<file path="config.mk">
export PLATFORM = sky130hd
export DESIGN_NAME = presence_tracker_enter_exit_unit_flat
export DESIGN_NICKNAME = d
export VERILOG_FILES = /design/src/hdl/pte_pkg.sv /design/src/hdl/pte_if.sv /design/src/hdl/pte_cell.sv /design/src/hdl/pte_ctrl.sv /design/src/hdl/presence_tracker_enter_exit_unit.sv /design/src/flat_wrapper.sv
export SDC_FILE = /design/constraint.sdc
export NUM_CORES = 1
export LEC_CHECK = 0
export ABC_CLOCK_PERIOD_IN_PS = 16700
export BUFFER_PORTS_ARGS = -buffer_cell sky130_fd_sc_hd__buf_4
export CELL_PAD_IN_SITES_DETAIL_PLACEMENT = 1
export CELL_PAD_IN_SITES_GLOBAL_PLACEMENT = 1
export CORE_ASPECT_RATIO = 0.9
export CORE_UTILIZATION = 40
export DETAILED_ROUTE_END_ITERATION = 7
export PLACE_DENSITY_LB_ADDON = 0.1
export SYNTH_ARGS = -nofsm -noshare
export SYNTH_HDL_FRONTEND = slang
export SYNTH_SLANG_ARGS = --single-unit
export TNS_END_PERCENT = 10
</file>
<file path="constraint.sdc">
create_clock -name clk_i -period 16.7 [get_ports clk_i]
set_input_delay 0.835 -clock clk_i [delete_from_list [all_inputs] [get_ports clk_i]]
set_output_delay 0.835 -clock clk_i [all_outputs]
set_load 0.03 [all_outputs]
</file>
<file path="src/hdl/pte_pkg.sv">
`default_nettype none

package pte_pkg;

  // field widths of the transaction payloads
  localparam int unsigned MODE_W  = 2;
  localparam int unsigned IDENT_W = 16;
  localparam int unsigned POS_W   = 4;
  localparam int unsigned EVENT_W = 3;
  localparam int unsigned COUNT_W = 5;

  // input modes
  localparam logic [MODE_W-1:0] MODE_SEEN  = 2'd0;
  localparam logic [MODE_W-1:0] MODE_FRAME = 2'd1;
  localparam logic [MODE_W-1:0] MODE_READ  = 2'd2;

  // result events
  localparam logic [EVENT_W-1:0] EV_ENTERED  = 3'd0;
  localparam logic [EVENT_W-1:0] EV_EXITED   = 3'd1;
  localparam logic [EVENT_W-1:0] EV_DONE     = 3'd2;
  localparam logic [EVENT_W-1:0] EV_READ     = 3'd3;
  localparam logic [EVENT_W-1:0] EV_OVERFLOW = 3'd4;
  localparam logic [EVENT_W-1:0] EV_BADPOS   = 3'd5;

  // ring control shared by every cell
  typedef struct packed {
    logic shift;
    logic bwd;
  } pte_ring_t;

endpackage

`default_nettype wire

</file>
<file path="src/hdl/pte_if.sv">
`default_nettype none

interface pte_in_if;
  logic                        valid;
  logic                        ready;
  logic [pte_pkg::MODE_W-1:0]  mode;
  logic [pte_pkg::IDENT_W-1:0] ident;
  logic [pte_pkg::POS_W-1:0]   position;

  modport source (output valid, output mode, output ident, output position, input ready);
  modport sink   (input valid, input mode, input ident, input position, output ready);
endinterface

interface pte_out_if;
  logic                        valid;
  logic                        ready;
  logic [pte_pkg::EVENT_W-1:0] event_res;
  logic [pte_pkg::IDENT_W-1:0] ident_out;
  logic [pte_pkg::COUNT_W-1:0] present_count;
  logic                        last;

  modport source (output valid, output event_res, output ident_out, output present_count,
                  output last, input ready);
  modport sink   (input valid, input event_res, input ident_out, input present_count,
                  input last, output ready);
endinterface

`default_nettype wire

</file>
<file path="src/hdl/pte_cell.sv">
`default_nettype none

module pte_cell #(
  parameter int unsigned ID_BITS = 16
) (
  input  logic                clk_i,
  input  pte_pkg::pte_ring_t  ring_i,
  input  logic [ID_BITS-1:0]  prev_i,
  input  logic [ID_BITS-1:0]  next_i,
  input  logic [ID_BITS-1:0]  cmp_i,
  output logic [ID_BITS-1:0]  value_o,
  output logic                match_o
);
  import pte_pkg::*;

  logic [ID_BITS-1:0] value_q;
  logic [ID_BITS-1:0] value_d;

  always_comb begin
    value_d = value_q;
    if (ring_i.shift) begin
      value_d = ring_i.bwd ? prev_i : next_i;
    end
  end

  always_ff @(posedge clk_i) begin
    value_q <= value_d;
  end

  assign value_o = value_q;
  assign match_o = (value_q == cmp_i);

endmodule

`default_nettype wire

</file>
<file path="src/hdl/pte_ctrl.sv">
`default_nettype none

module pte_ctrl #(
  parameter int unsigned TABLE_DEPTH = 16,
  parameter int unsigned ID_BITS     = 16
) (
  input  logic                    clk_i,
  input  logic                    rst_ni,
  pte_in_if.sink                  in_i,
  pte_out_if.source               out_o,
  input  logic [ID_BITS-1:0]      head_i,
  input  logic [ID_BITS-1:0]      tail_i,
  input  logic [TABLE_DEPTH-1:0]  match_i,
  output pte_pkg::pte_ring_t      ring_o,
  output logic [ID_BITS-1:0]      wb_o,
  output logic [ID_BITS-1:0]      cmp_o
);
  import pte_pkg::*;

  localparam int unsigned IW = (TABLE_DEPTH > 1) ? $clog2(TABLE_DEPTH) : 1;
  localparam int unsigned CW = $clog2(TABLE_DEPTH + 1);

  typedef enum logic [2:0] {
    ST_IDLE,
    ST_SEARCH,
    ST_FWD,
    ST_BWD,
    ST_EMIT
  } state_e;

  state_e              state_q, state_d;
  logic [MODE_W-1:0]   mode_q, mode_d;
  logic [ID_BITS-1:0]  id_q, id_d;
  logic [POS_W-1:0]    pos_q, pos_d;
  logic [IW-1:0]       k_q, k_d;
  logic [CW-1:0]       ec_q, ec_d;
  logic [CW-1:0]       seen_q, seen_d;
  logic [CW-1:0]       found_q, found_d;
  logic [ID_BITS-1:0]  tmp_q, tmp_d;
  logic                emit_q, emit_d;
  logic [EVENT_W-1:0]  pend_ev_q, pend_ev_d;
  logic [ID_BITS-1:0]  pend_id_q, pend_id_d;
  logic [CW-1:0]       pend_cnt_q, pend_cnt_d;
  logic                ov_q, ov_d;
  logic [EVENT_W-1:0]  oev_q, oev_d;
  logic [IDENT_W-1:0]  oid_q, oid_d;
  logic [COUNT_W-1:0]  ocnt_q, ocnt_d;
  logic                olast_q, olast_d;

  logic [TABLE_DEPTH-1:0] seen_m, unseen_m;
  logic                   dup, hit;
  logic [IW-1:0]          idx;
  logic [CW-1:0]          k_ext, tail_pos;
  logic                   last_k, exit_hit, slot;
  logic [31:0]            in_id32;

  // search the seen and unseen regions at once; identifiers are unique in the table
  always_comb begin
    idx = '0;
    for (int i = 0; i < TABLE_DEPTH; i++) begin
      seen_m[i]   = (CW'(i) < seen_q);
      unseen_m[i] = (CW'(i) >= seen_q) && (CW'(i) < ec_q);
      if (match_i[i] && unseen_m[i]) begin
        idx = idx | IW'(i);
      end
    end
    dup = |(match_i & seen_m);
    hit = |(match_i & unseen_m);
  end

  assign k_ext    = CW'(k_q);
  assign last_k   = (k_q == IW'(TABLE_DEPTH - 1));
  assign tail_pos = CW'(IW'(TABLE_DEPTH - 1) - k_q);
  assign exit_hit = (tail_pos >= seen_q) && (tail_pos < ec_q);
  assign slot     = !ov_q || out_o.ready;
  assign in_id32  = 32'(in_i.ident);

  always_comb begin
    logic                ld;
    logic [EVENT_W-1:0]  ld_ev;
    logic [ID_BITS-1:0]  ld_id;
    logic [CW-1:0]       ld_cnt;
    logic                ld_last;
    logic [31:0]         ld_id32;
    logic [7:0]          ld_cnt8;

    state_d    = state_q;
    mode_d     = mode_q;
    id_d       = id_q;
    pos_d      = pos_q;
    k_d        = k_q;
    ec_d       = ec_q;
    seen_d     = seen_q;
    found_d    = found_q;
    tmp_d      = tmp_q;
    emit_d     = emit_q;
    pend_ev_d  = pend_ev_q;
    pend_id_d  = pend_id_q;
    pend_cnt_d = pend_cnt_q;
    ov_d       = ov_q;
    oev_d      = oev_q;
    oid_d      = oid_q;
    ocnt_d     = ocnt_q;
    olast_d    = olast_q;
    ring_o     = '0;
    wb_o       = head_i;
    ld         = 1'b0;
    ld_ev      = pend_ev_q;
    ld_id      = pend_id_q;
    ld_cnt     = pend_cnt_q;
    ld_last    = 1'b1;

    unique case (state_q)
      ST_IDLE: begin
        if (in_i.valid) begin
          mode_d = in_i.mode;
          id_d   = in_id32[ID_BITS-1:0];
          pos_d  = in_i.position;
          k_d    = '0;
          unique case (in_i.mode)
            MODE_SEEN:  state_d = ST_SEARCH;
            MODE_FRAME: state_d = ST_BWD;
            MODE_READ: begin
              pend_cnt_d = ec_q;
              if (8'(in_i.position) < 8'(ec_q)) begin
                pend_ev_d = EV_READ;
                emit_d    = 1'b1;
                state_d   = ST_FWD;
              end else begin
                pend_ev_d = EV_BADPOS;
                pend_id_d = '0;
                state_d   = ST_EMIT;
              end
            end
            default: ;  // unused mode: drop the transaction
          endcase
        end
      end

      ST_SEARCH: begin
        priority if (dup) begin
          state_d = ST_IDLE;
        end else if (hit) begin
          found_d = CW'(idx);
          emit_d  = 1'b0;
          state_d = ST_FWD;
        end else if (ec_q == CW'(TABLE_DEPTH)) begin
          pend_ev_d  = EV_OVERFLOW;
          pend_id_d  = id_q;
          pend_cnt_d = ec_q;
          state_d    = ST_EMIT;
        end else begin
          // append at the end; the swap pass moves it to the seen boundary
          found_d    = ec_q;
          ec_d       = ec_q + 1'b1;
          pend_ev_d  = EV_ENTERED;
          pend_id_d  = id_q;
          pend_cnt_d = ec_q + 1'b1;
          emit_d     = 1'b1;
          state_d    = ST_FWD;
        end
      end

      ST_FWD: begin
        // head holds position k; the written-back value enters the far end
        ring_o.shift = 1'b1;
        if (mode_q == MODE_SEEN) begin
          if (k_ext == seen_q) begin
            wb_o  = id_q;
            tmp_d = head_i;
          end else if (k_ext == found_q) begin
            wb_o = tmp_q;
          end
        end else if (8'(k_q) == 8'(pos_q)) begin
          pend_id_d = head_i;
        end
        if (last_k) begin
          k_d = '0;
          if (mode_q == MODE_SEEN) begin
            seen_d = seen_q + 1'b1;
          end
          state_d = emit_q ? ST_EMIT : ST_IDLE;
        end else begin
          k_d = k_q + 1'b1;
        end
      end

      ST_BWD: begin
        // tail holds position N-1-k, so exits come out from the top down
        ring_o.bwd = 1'b1;
        if (!exit_hit || slot) begin
          ring_o.shift = 1'b1;
          if (exit_hit) begin
            ld      = 1'b1;
            ld_ev   = EV_EXITED;
            ld_id   = tail_i;
            ld_cnt  = tail_pos;
            ld_last = 1'b0;
          end
          if (last_k) begin
            k_d        = '0;
            pend_ev_d  = EV_DONE;
            pend_id_d  = '0;
            pend_cnt_d = seen_q;
            ec_d       = seen_q;
            seen_d     = '0;
            state_d    = ST_EMIT;
          end else begin
            k_d = k_q + 1'b1;
          end
        end
      end

      ST_EMIT: begin
        if (slot) begin
          ld      = 1'b1;
          state_d = ST_IDLE;
        end
      end

      default: state_d = ST_IDLE;
    endcase

    ld_id32 = 32'(ld_id);
    ld_cnt8 = 8'(ld_cnt);
    if (ld) begin
      ov_d    = 1'b1;
      oev_d   = ld_ev;
      oid_d   = ld_id32[IDENT_W-1:0];
      ocnt_d  = ld_cnt8[COUNT_W-1:0];
      olast_d = ld_last;
    end else if (out_o.ready) begin
      ov_d = 1'b0;
    end
  end

  always_ff @(posedge clk_i or negedge rst_ni) begin
    if (!rst_ni) begin
      state_q    <= ST_IDLE;
      mode_q     <= MODE_SEEN;
      id_q       <= '0;
      pos_q      <= '0;
      k_q        <= '0;
      ec_q       <= '0;
      seen_q     <= '0;
      found_q    <= '0;
      tmp_q      <= '0;
      emit_q     <= 1'b0;
      pend_ev_q  <= EV_DONE;
      pend_id_q  <= '0;
      pend_cnt_q <= '0;
      ov_q       <= 1'b0;
      oev_q      <= EV_DONE;
      oid_q      <= '0;
      ocnt_q     <= '0;
      olast_q    <= 1'b0;
    end else begin
      state_q    <= state_d;
      mode_q     <= mode_d;
      id_q       <= id_d;
      pos_q      <= pos_d;
      k_q        <= k_d;
      ec_q       <= ec_d;
      seen_q     <= seen_d;
      found_q    <= found_d;
      tmp_q      <= tmp_d;
      emit_q     <= emit_d;
      pend_ev_q  <= pend_ev_d;
      pend_id_q  <= pend_id_d;
      pend_cnt_q <= pend_cnt_d;
      ov_q       <= ov_d;
      oev_q      <= oev_d;
      oid_q      <= oid_d;
      ocnt_q     <= ocnt_d;
      olast_q    <= olast_d;
    end
  end

  assign in_i.ready          = (state_q == ST_IDLE);
  assign out_o.valid         = ov_q;
  assign out_o.event_res     = oev_q;
  assign out_o.ident_out     = oid_q;
  assign out_o.present_count = ocnt_q;
  assign out_o.last          = olast_q;
  assign cmp_o               = id_q;

  a_seen_le_count: assert property (@(posedge clk_i) disable iff (!rst_ni)
    seen_q <= ec_q)
    else $error("seen region larger than the table contents");

  a_count_le_depth: assert property (@(posedge clk_i) disable iff (!rst_ni)
    ec_q <= CW'(TABLE_DEPTH))
    else $error("entry count beyond table depth");

  a_ring_aligned: assert property (@(posedge clk_i) disable iff (!rst_ni)
    (state_q == ST_IDLE || state_q == ST_SEARCH) |-> (k_q == '0))
    else $error("ring not back at home alignment");

  a_frame_end: assert property (@(posedge clk_i) disable iff (!rst_ni)
    (state_q == ST_EMIT && pend_ev_q == EV_DONE) |-> (seen_q == '0 && ec_q == pend_cnt_q))
    else $error("frame end left stale counts");

endmodule

`default_nettype wire

</file>
<file path="src/hdl/presence_tracker_enter_exit_unit.sv">
// Channel  Dir  Payload                                     Transaction
// in_i     in   mode, ident, position                       valid && ready
// out_o    out  event_res, ident_out, present_count, last   valid && ready
//
// The table lives in a ring of TABLE_DEPTH cells that rotate as a whole.
// Sighting: accept, search, forward swap pass round the ring, emit for an entered result;
// a duplicate goes idle after the search, an overflow goes to the emit. End of frame:
// accept, backward pass round the ring, frame-done emit; read: accept, forward pass,
// emit; bad position: accept, emit. A full output register stalls the emit and, when
// an exit is due, the backward pass; results leave through one output register.
// Reset clears the counts; cell contents stay undefined until written.
`default_nettype none

module presence_tracker_enter_exit_unit #(
  parameter int unsigned TABLE_DEPTH = 16,
  parameter int unsigned ID_BITS     = 16
) (
  input  logic      clk_i,
  input  logic      rst_ni,
  pte_in_if.sink    in_i,
  pte_out_if.source out_o
);
  import pte_pkg::*;

  pte_ring_t             ring;
  logic [ID_BITS-1:0]    wb;
  logic [ID_BITS-1:0]    cmp;
  logic [ID_BITS-1:0]    cell_val [TABLE_DEPTH];
  logic [TABLE_DEPTH-1:0] match;

  for (genvar g = 0; g < TABLE_DEPTH; g++) begin : g_cell
    logic [ID_BITS-1:0] nxt;
    if (g == TABLE_DEPTH - 1) begin : g_end
      assign nxt = wb;
    end else begin : g_mid
      assign nxt = cell_val[g+1];
    end

    pte_cell #(
      .ID_BITS (ID_BITS)
    ) u_cell (
      .clk_i   (clk_i),
      .ring_i  (ring),
      .prev_i  (cell_val[(g + TABLE_DEPTH - 1) % TABLE_DEPTH]),
      .next_i  (nxt),
      .cmp_i   (cmp),
      .value_o (cell_val[g]),
      .match_o (match[g])
    );
  end

  pte_ctrl #(
    .TABLE_DEPTH (TABLE_DEPTH),
    .ID_BITS     (ID_BITS)
  ) u_ctrl (
    .clk_i   (clk_i),
    .rst_ni  (rst_ni),
    .in_i    (in_i),
    .out_o   (out_o),
    .head_i  (cell_val[0]),
    .tail_i  (cell_val[TABLE_DEPTH-1]),
    .match_i (match),
    .ring_o  (ring),
    .wb_o    (wb),
    .cmp_o   (cmp)
  );

endmodule

`default_nettype wire
</file>
<file path="src/flat_wrapper.sv">
// flat-port wrapper written by rule: the top's interface ports become plain ports
module presence_tracker_enter_exit_unit_flat import pte_pkg::*;
#(
  parameter int unsigned TABLE_DEPTH = 16,
  parameter int unsigned ID_BITS     = 16
)
  (clk_i, rst_ni, in_i_valid, in_i_mode, in_i_ident, in_i_position, in_i_ready, out_o_valid, out_o_event_res, out_o_ident_out, out_o_present_count, out_o_last, out_o_ready);
  pte_in_if in_i_i ();
  pte_out_if out_o_i ();
  input  logic clk_i;
  input  logic rst_ni;
  input wire logic [$bits(in_i_i.valid)-1:0] in_i_valid;
  input wire logic [$bits(in_i_i.mode)-1:0] in_i_mode;
  input wire logic [$bits(in_i_i.ident)-1:0] in_i_ident;
  input wire logic [$bits(in_i_i.position)-1:0] in_i_position;
  output wire logic [$bits(in_i_i.ready)-1:0] in_i_ready;
  output wire logic [$bits(out_o_i.valid)-1:0] out_o_valid;
  output wire logic [$bits(out_o_i.event_res)-1:0] out_o_event_res;
  output wire logic [$bits(out_o_i.ident_out)-1:0] out_o_ident_out;
  output wire logic [$bits(out_o_i.present_count)-1:0] out_o_present_count;
  output wire logic [$bits(out_o_i.last)-1:0] out_o_last;
  input wire logic [$bits(out_o_i.ready)-1:0] out_o_ready;
  assign in_i_i.valid = in_i_valid;
  assign in_i_i.mode = in_i_mode;
  assign in_i_i.ident = in_i_ident;
  assign in_i_i.position = in_i_position;
  assign in_i_ready = in_i_i.ready;
  assign out_o_valid = out_o_i.valid;
  assign out_o_event_res = out_o_i.event_res;
  assign out_o_ident_out = out_o_i.ident_out;
  assign out_o_present_count = out_o_i.present_count;
  assign out_o_last = out_o_i.last;
  assign out_o_i.ready = out_o_ready;
  presence_tracker_enter_exit_unit #(.TABLE_DEPTH(TABLE_DEPTH), .ID_BITS(ID_BITS)) u_core (.clk_i(clk_i), .rst_ni(rst_ni), .in_i(in_i_i), .out_o(out_o_i));
endmodule
</file>
; Word level (Yosys, flattened, before mapping)
; Index checks and enable logic that the tools add are counted.
[totals]
romBits = 0
memories = 0
output_inout_bits = 27
elab_cells = 307
ramBits = 0
in_bits = 26
reg_bits = 367
latchBits = 0
[op_classes]
n_reduce_logical = 58
eq_ne = 43
n_div = 0
muxes = 114
n_shift = 0
add_sub_neg = 4
n_bitwise = 3
n_lt_le_gt_ge = 51
multipliers = 0
[op_table]
columns = op, count
row1 = 2-to-1 mux 16 bit, 32
row2 = == test 16 bit, 16
row3 = less-than comparator 4 x 5 -> 1 bit (first input constant), 16
row4 = 2-to-1 mux 5 bit, 16
row5 = 2-to-1 mux 3 bit, 25
row6 = one-hot mux 16 bit (4 select lines), 1
row7 = 2-to-1 mux 4 bit, 11
row8 = >= comparator 4 x 5 -> 1 bit (first input constant), 8
row9 = less-than comparator 3 x 5 -> 1 bit (first input constant), 8
row10 = bitwise AND 16 bit, 2
row11 = logical AND 1 bit, 32
row12 = OR reduction 16 bit, 2
row13 = inequality test 2 bit (second input constant), 12
row14 = >= comparator 3 x 5 -> 1 bit (first input constant), 4
row15 = less-than comparator 1 x 5 -> 1 bit (first input constant), 4
row16 = less-than comparator 2 x 5 -> 1 bit (first input constant), 4
row17 = one-hot mux 5 bit (2 select lines), 2
row18 = one-hot mux 3 bit (3 select lines), 2
row19 = 2-to-1 mux 1 bit, 17
row20 = one-hot mux 3 bit (5 select lines), 1
row21 = one-hot mux 5 bit (3 select lines), 1
row22 = one-hot mux 4 bit (3 select lines), 1
row23 = AND reduction 6 bit, 2
row24 = adder 5 x 1 -> 5 bit (second input constant), 2
row25 = other kinds (34), 52

; Longest topological paths before layout
[depth]
ltp_word = 19
ltp_mapped = 12
depth_no_buf = 10

; Hierarchy
; Synthesis repeated with hierarchy kept, for this count alone.
[unflattened]
cells_unflattened = 1573
hier_area_um2 = 21119.0
[modules_own_cells]
columns = module, cells_each, area_each_um2, instances
row1 = pte_cell, 55, 907.1, 16
row2 = pte_ctrl, 693, 6605.1, 1

; Worst setup path after synthesis
; No wires, ideal clock.
[synth_timing]
kind = register to register
startpoint = reg u_core.u_ctrl.k_q[1]
endpoint = reg u_core.g_cell[0].u_cell.value_q[0] (enable)
path_buffers = 1
arrival_time_ns = 13.940
required_time_ns = 15.742
path_stages_with_launch = 9
slack_ns = 1.802
path_cell_list = dfrtp_1 clkbuf_1 inv_1 ha_1 a21o_1 a21o_1 a21oi_1 nor4_1 a21oi_1
[synth_lines]
columns = item, line
row1 = start: declaration, pte_ctrl.sv:35  ; logic [IW-1:0] k_q, k_d;
row2 = start signal: assignment, pte_ctrl.sv:262  ; k_q <= k_d;
row3 = end signal: assignment, pte_cell.sv:27  ; value_q <= value_d;
row4 = end: declaration, pte_cell.sv:16  ; logic [ID_BITS-1:0] value_q;

==> flow_summary_export.csv <==
group,metric,value,unit
pwr,vdd_drop_max,0.121,mV
placement,gp_congestion,0.913,
sta,rsz0062_at_grt,"no",
grt,grt_max_degree,222,
floorplan,die_w,240,um
sta,clock.fmax,0.216,GHz
routing,drc,0,
sta,setup_viol,0,
routing,routed_via_density,5.57,
floorplan,pin_count,53,
placement,port_buffers,52,
grt,grt_use_total,0.266,
cells_and_area,diodes,0,
floorplan,core-area,50500,um^2
clocking,cts.sinks,367,
clocking,post-cts-setup-buffer-count,0,
synthesis,yosys_warnings,0,
grt,overflow,0,
placement,hpwlAfterDp,47.5,mm
sta,setup_tns,0,ns
routing,drt-total-wl,68.3,mm
synthesis,syn_inst,2119,
floorplan,die-area,52000,um^2
sta,tightest_slew,1.28,ns
placement,pre_cts_ws,12.26,ns
sta,worst_clock_skew,0.0361,ns
run,drv_cap,0,
cells_and_area,nets,2168,
routing,post_drt_wl_per_cell,24.1,um
worst_setup_path,crit_path_end_kind,"flop",
pwr,power_density,229,nW/um^2
synthesis,ys_seq_area_frac,0.512,
clocking,clkSlewWorstSetupHoldPaths,0.06,ns
synthesis,postSynthAreaPerCell,9.64,um^2
sta,hold_viol_final,0,
clocking,cts_root_buffer,"clkbuf_16",
worst_setup_path,crit_arrival,4.81,ns
floorplan,die_h,216,um
routing,ant_nets,0,
worst_setup_path,critPathRequiredTime,16.87,ns
pwr,p_total,5.20,mW
clocking,clock_latency,0.59,ns
clocking,h-tree-depth,2,
clocking,ctsResizeCount,0,
sta,fin_crit,4.63,ns
grt,antenna_found_initial,0,
synthesis,synth_edf_count,256,
sta,drv_slew,0,
grt,grt_pass1_vias,15900,
synthesis,yosys_most_used_dff,"edfxtp_1",
sta,min_period_over_period,0.277,
synthesis,synth_cell_types,75,
worst_setup_path,critical_path_class,"flop to flop",
floorplan,start_util,0.405,
pwr,p_leak,9.29,nW
routing,drt_iter0_drc,1498,
cells_and_area,drive_gt1_frac,0.108,
worst_setup_path,startpoint_type,"flop",
routing,dr_total_vias,15800,
synthesis,async_reset_ff_frac,0.302,
synthesis,mappedNetlistNets,2165,
synthesis,ys_ff_latch,367,
outcome,outcome,"completed",
clocking,tritoncts,"yes",
grt,grt_pass1_wl,104,mm
cells_and_area,layout-area-overhead-vs-synth,11.2,%
synthesis,syn_area,20400,um^2
worst_hold_path,hp-class,"primary input to asynchronous set/reset pin",
routing,first_pass_iters,5,
floorplan,rows,78,
sta,relSlewSlack,0.146,
worst_setup_path,crit_path_max_fanout,192,
clocking,clock_path_buffers,3,
clocking,numCtsBuffers,43,
clocking,ctsHoldBuffers,0,
sta,fin_ws,12.07,ns
## worst max-delay path: stages, from the launching register on
cell and delay, ns:
dfrtp_1 0.61, inv_1 0.28, ha_1 0.36, a21o_1 0.17, a21o_1 0.18, a21oi_1 0.39
nor4_1 0.17, a21oi_4 0.23, buf_4 0.73, buf_12 0.62
## synth_stat cells, types with 5 or more instances
cell type,count,area share
nor2_1,61,0.011
a31oi_1,5,0.0015
xor2_1,81,0.035
nand3_1,14,0.0034
nor4_1,37,0.011
nor3_1,12,0.0029
a21o_1,5,0.0018
and3_1,5,0.0015
a22o_1,20,0.0086
a221oi_1,22,0.0094
ha_1,20,0.012
a22oi_1,22,0.0081
nand4_1,56,0.017
dfrtp_1,109,0.13
or3_1,5,0.0015
edfxtp_1,256,0.38
o31ai_1,5,0.0018
buf_6,27,0.015
xnor2_1,180,0.077
a21oi_1,39,0.0096
clkbuf_1,84,0.015
inv_1,26,0.0048
a32oi_1,9,0.0039
buf_2,7,0.0017
nand2_1,810,0.15
mux2_2,61,0.034
nand2b_1,10,0.0031
o22ai_1,6,0.0018
o21ai_0,34,0.0083
buf_4,8,0.0029
and2_1,6,0.0018
## sequential cells by signal (all words and copies together), names as in the netlist, 4 cells and up
signal	cells
u_core.u_ctrl.k_q	4
u_core.u_ctrl.ec_q	5
u_core.u_ctrl.found_q	5
u_core.u_ctrl.out_o.ident_out	16
u_core.u_ctrl.out_o.present_count	5
u_core.u_ctrl.pend_id_q	16
u_core.u_ctrl.pos_q	4
u_core.g_cell.u_cell.value_o	256
u_core.u_ctrl.tmp_q	16
u_core.u_ctrl.seen_q	5
u_core.u_ctrl.pend_cnt_q	5
u_core.u_ctrl.cmp_o	16
## per-layer routing
layer	up-vias	wire, um	track usage
met4	0	1180	0.0607
met5	-	0	0
met3	74	3200	0.0296
met2	423	30200	0.401
met1	8025	33700	0.406
li1	7272	-	-
## power by group
group / internal [mW] / leakage (nW) / switching (mW)
Sequential: 1.60 / 3.82 / 0.530
Combinational: 0.819 / 4.77 / 1.29
Clock: 0.570 / 0.698 / 0.401
Total: 2.99 / 9.29 / 2.22
## area by class of cell
cell class,count,area [um^2]
multi-input combinational,1596,9180
fill,5710,27700
clock buffer,62,1250
tap,680,851
timing repair buffer,86,683
inverter,28,105
sequential,367,10500
clock inverter,18,184
## placed cells by master (no fill, tap or decap), types with 26 or more instances in the layout
| cell | Yosys | routed |
|---|---|---|
| nand2_1 | 810 | 809 |
| edfxtp_1 | 256 | 256 |
| xnor2_1 | 180 | 180 |
| dfrtp_1 | 109 | 109 |
| buf_4 | 8 | 83 |
| xor2_1 | 81 | 81 |
| mux2_2 | 61 | 61 |
| nor2_1 | 61 | 59 |
| nand4_1 | 56 | 56 |
| clkbuf_16 | 0 | 46 |
| a21oi_1 | 39 | 38 |
| nor4_1 | 37 | 35 |
| o21ai_0 | 34 | 34 |
| inv_1 | 26 | 26 |
## path summary, 6_finish.rpt
path                                                                     to                                    startpoint  cells past startpoint  slack [ns]
max                            u_core.g_cell[7].u_cell.value_o[2]$_DFFE_PP_           u_core.u_ctrl.seen_q[1]$_DFFE_PN0P_                      9       12.07
min                        u_core.u_ctrl.out_o.present_count[3]$_DFFE_PN0P_                                        rst_ni                      1        0.38
max reg2reg                    u_core.g_cell[7].u_cell.value_o[2]$_DFFE_PP_           u_core.u_ctrl.seen_q[1]$_DFFE_PN0P_                      9       12.07
min reg2reg                    u_core.u_ctrl.out_o.event_res[1]$_DFFE_PN1P_  u_core.u_ctrl.out_o.event_res[1]$_DFFE_PN1P_                      2        0.47
max in group asynchronous           u_core.u_ctrl.pend_cnt_q[4]$_DFFE_PN0P_                                        rst_ni                      2       15.06
min in group clk_i             u_core.u_ctrl.out_o.event_res[1]$_DFFE_PN1P_  u_core.u_ctrl.out_o.event_res[1]$_DFFE_PN1P_                      2        0.47
## stage by stage
| step | cell area, um^2 | std cells | util | hold slack, ns |
|---|---|---|---|---|
| after floorplan | 20400 | 2119 | - | 0.444 |
| after global placement | 21300 | 2757 | 0.422 | 0.461 |
| after detailed placement | 21300 | 2757 | 0.422 | 0.466 |
| after CTS | 22700 | 2837 | 0.450 | 0.398 |
| after global routing | 22700 | 2837 | 0.450 | 0.432 |
| final | 22700 | 2837 | 0.450 | 0.383 |
## kinds of logic after synthesis
family          share of synthesized area
mux                                0.0366
xor+xnor                            0.112
fa+ha+maj                          0.0122
simple gates                        0.210
flops                               0.512
buf+inv                            0.0405
compound gates                     0.0764
Note: power is estimated with default switching activity, not from simulation.
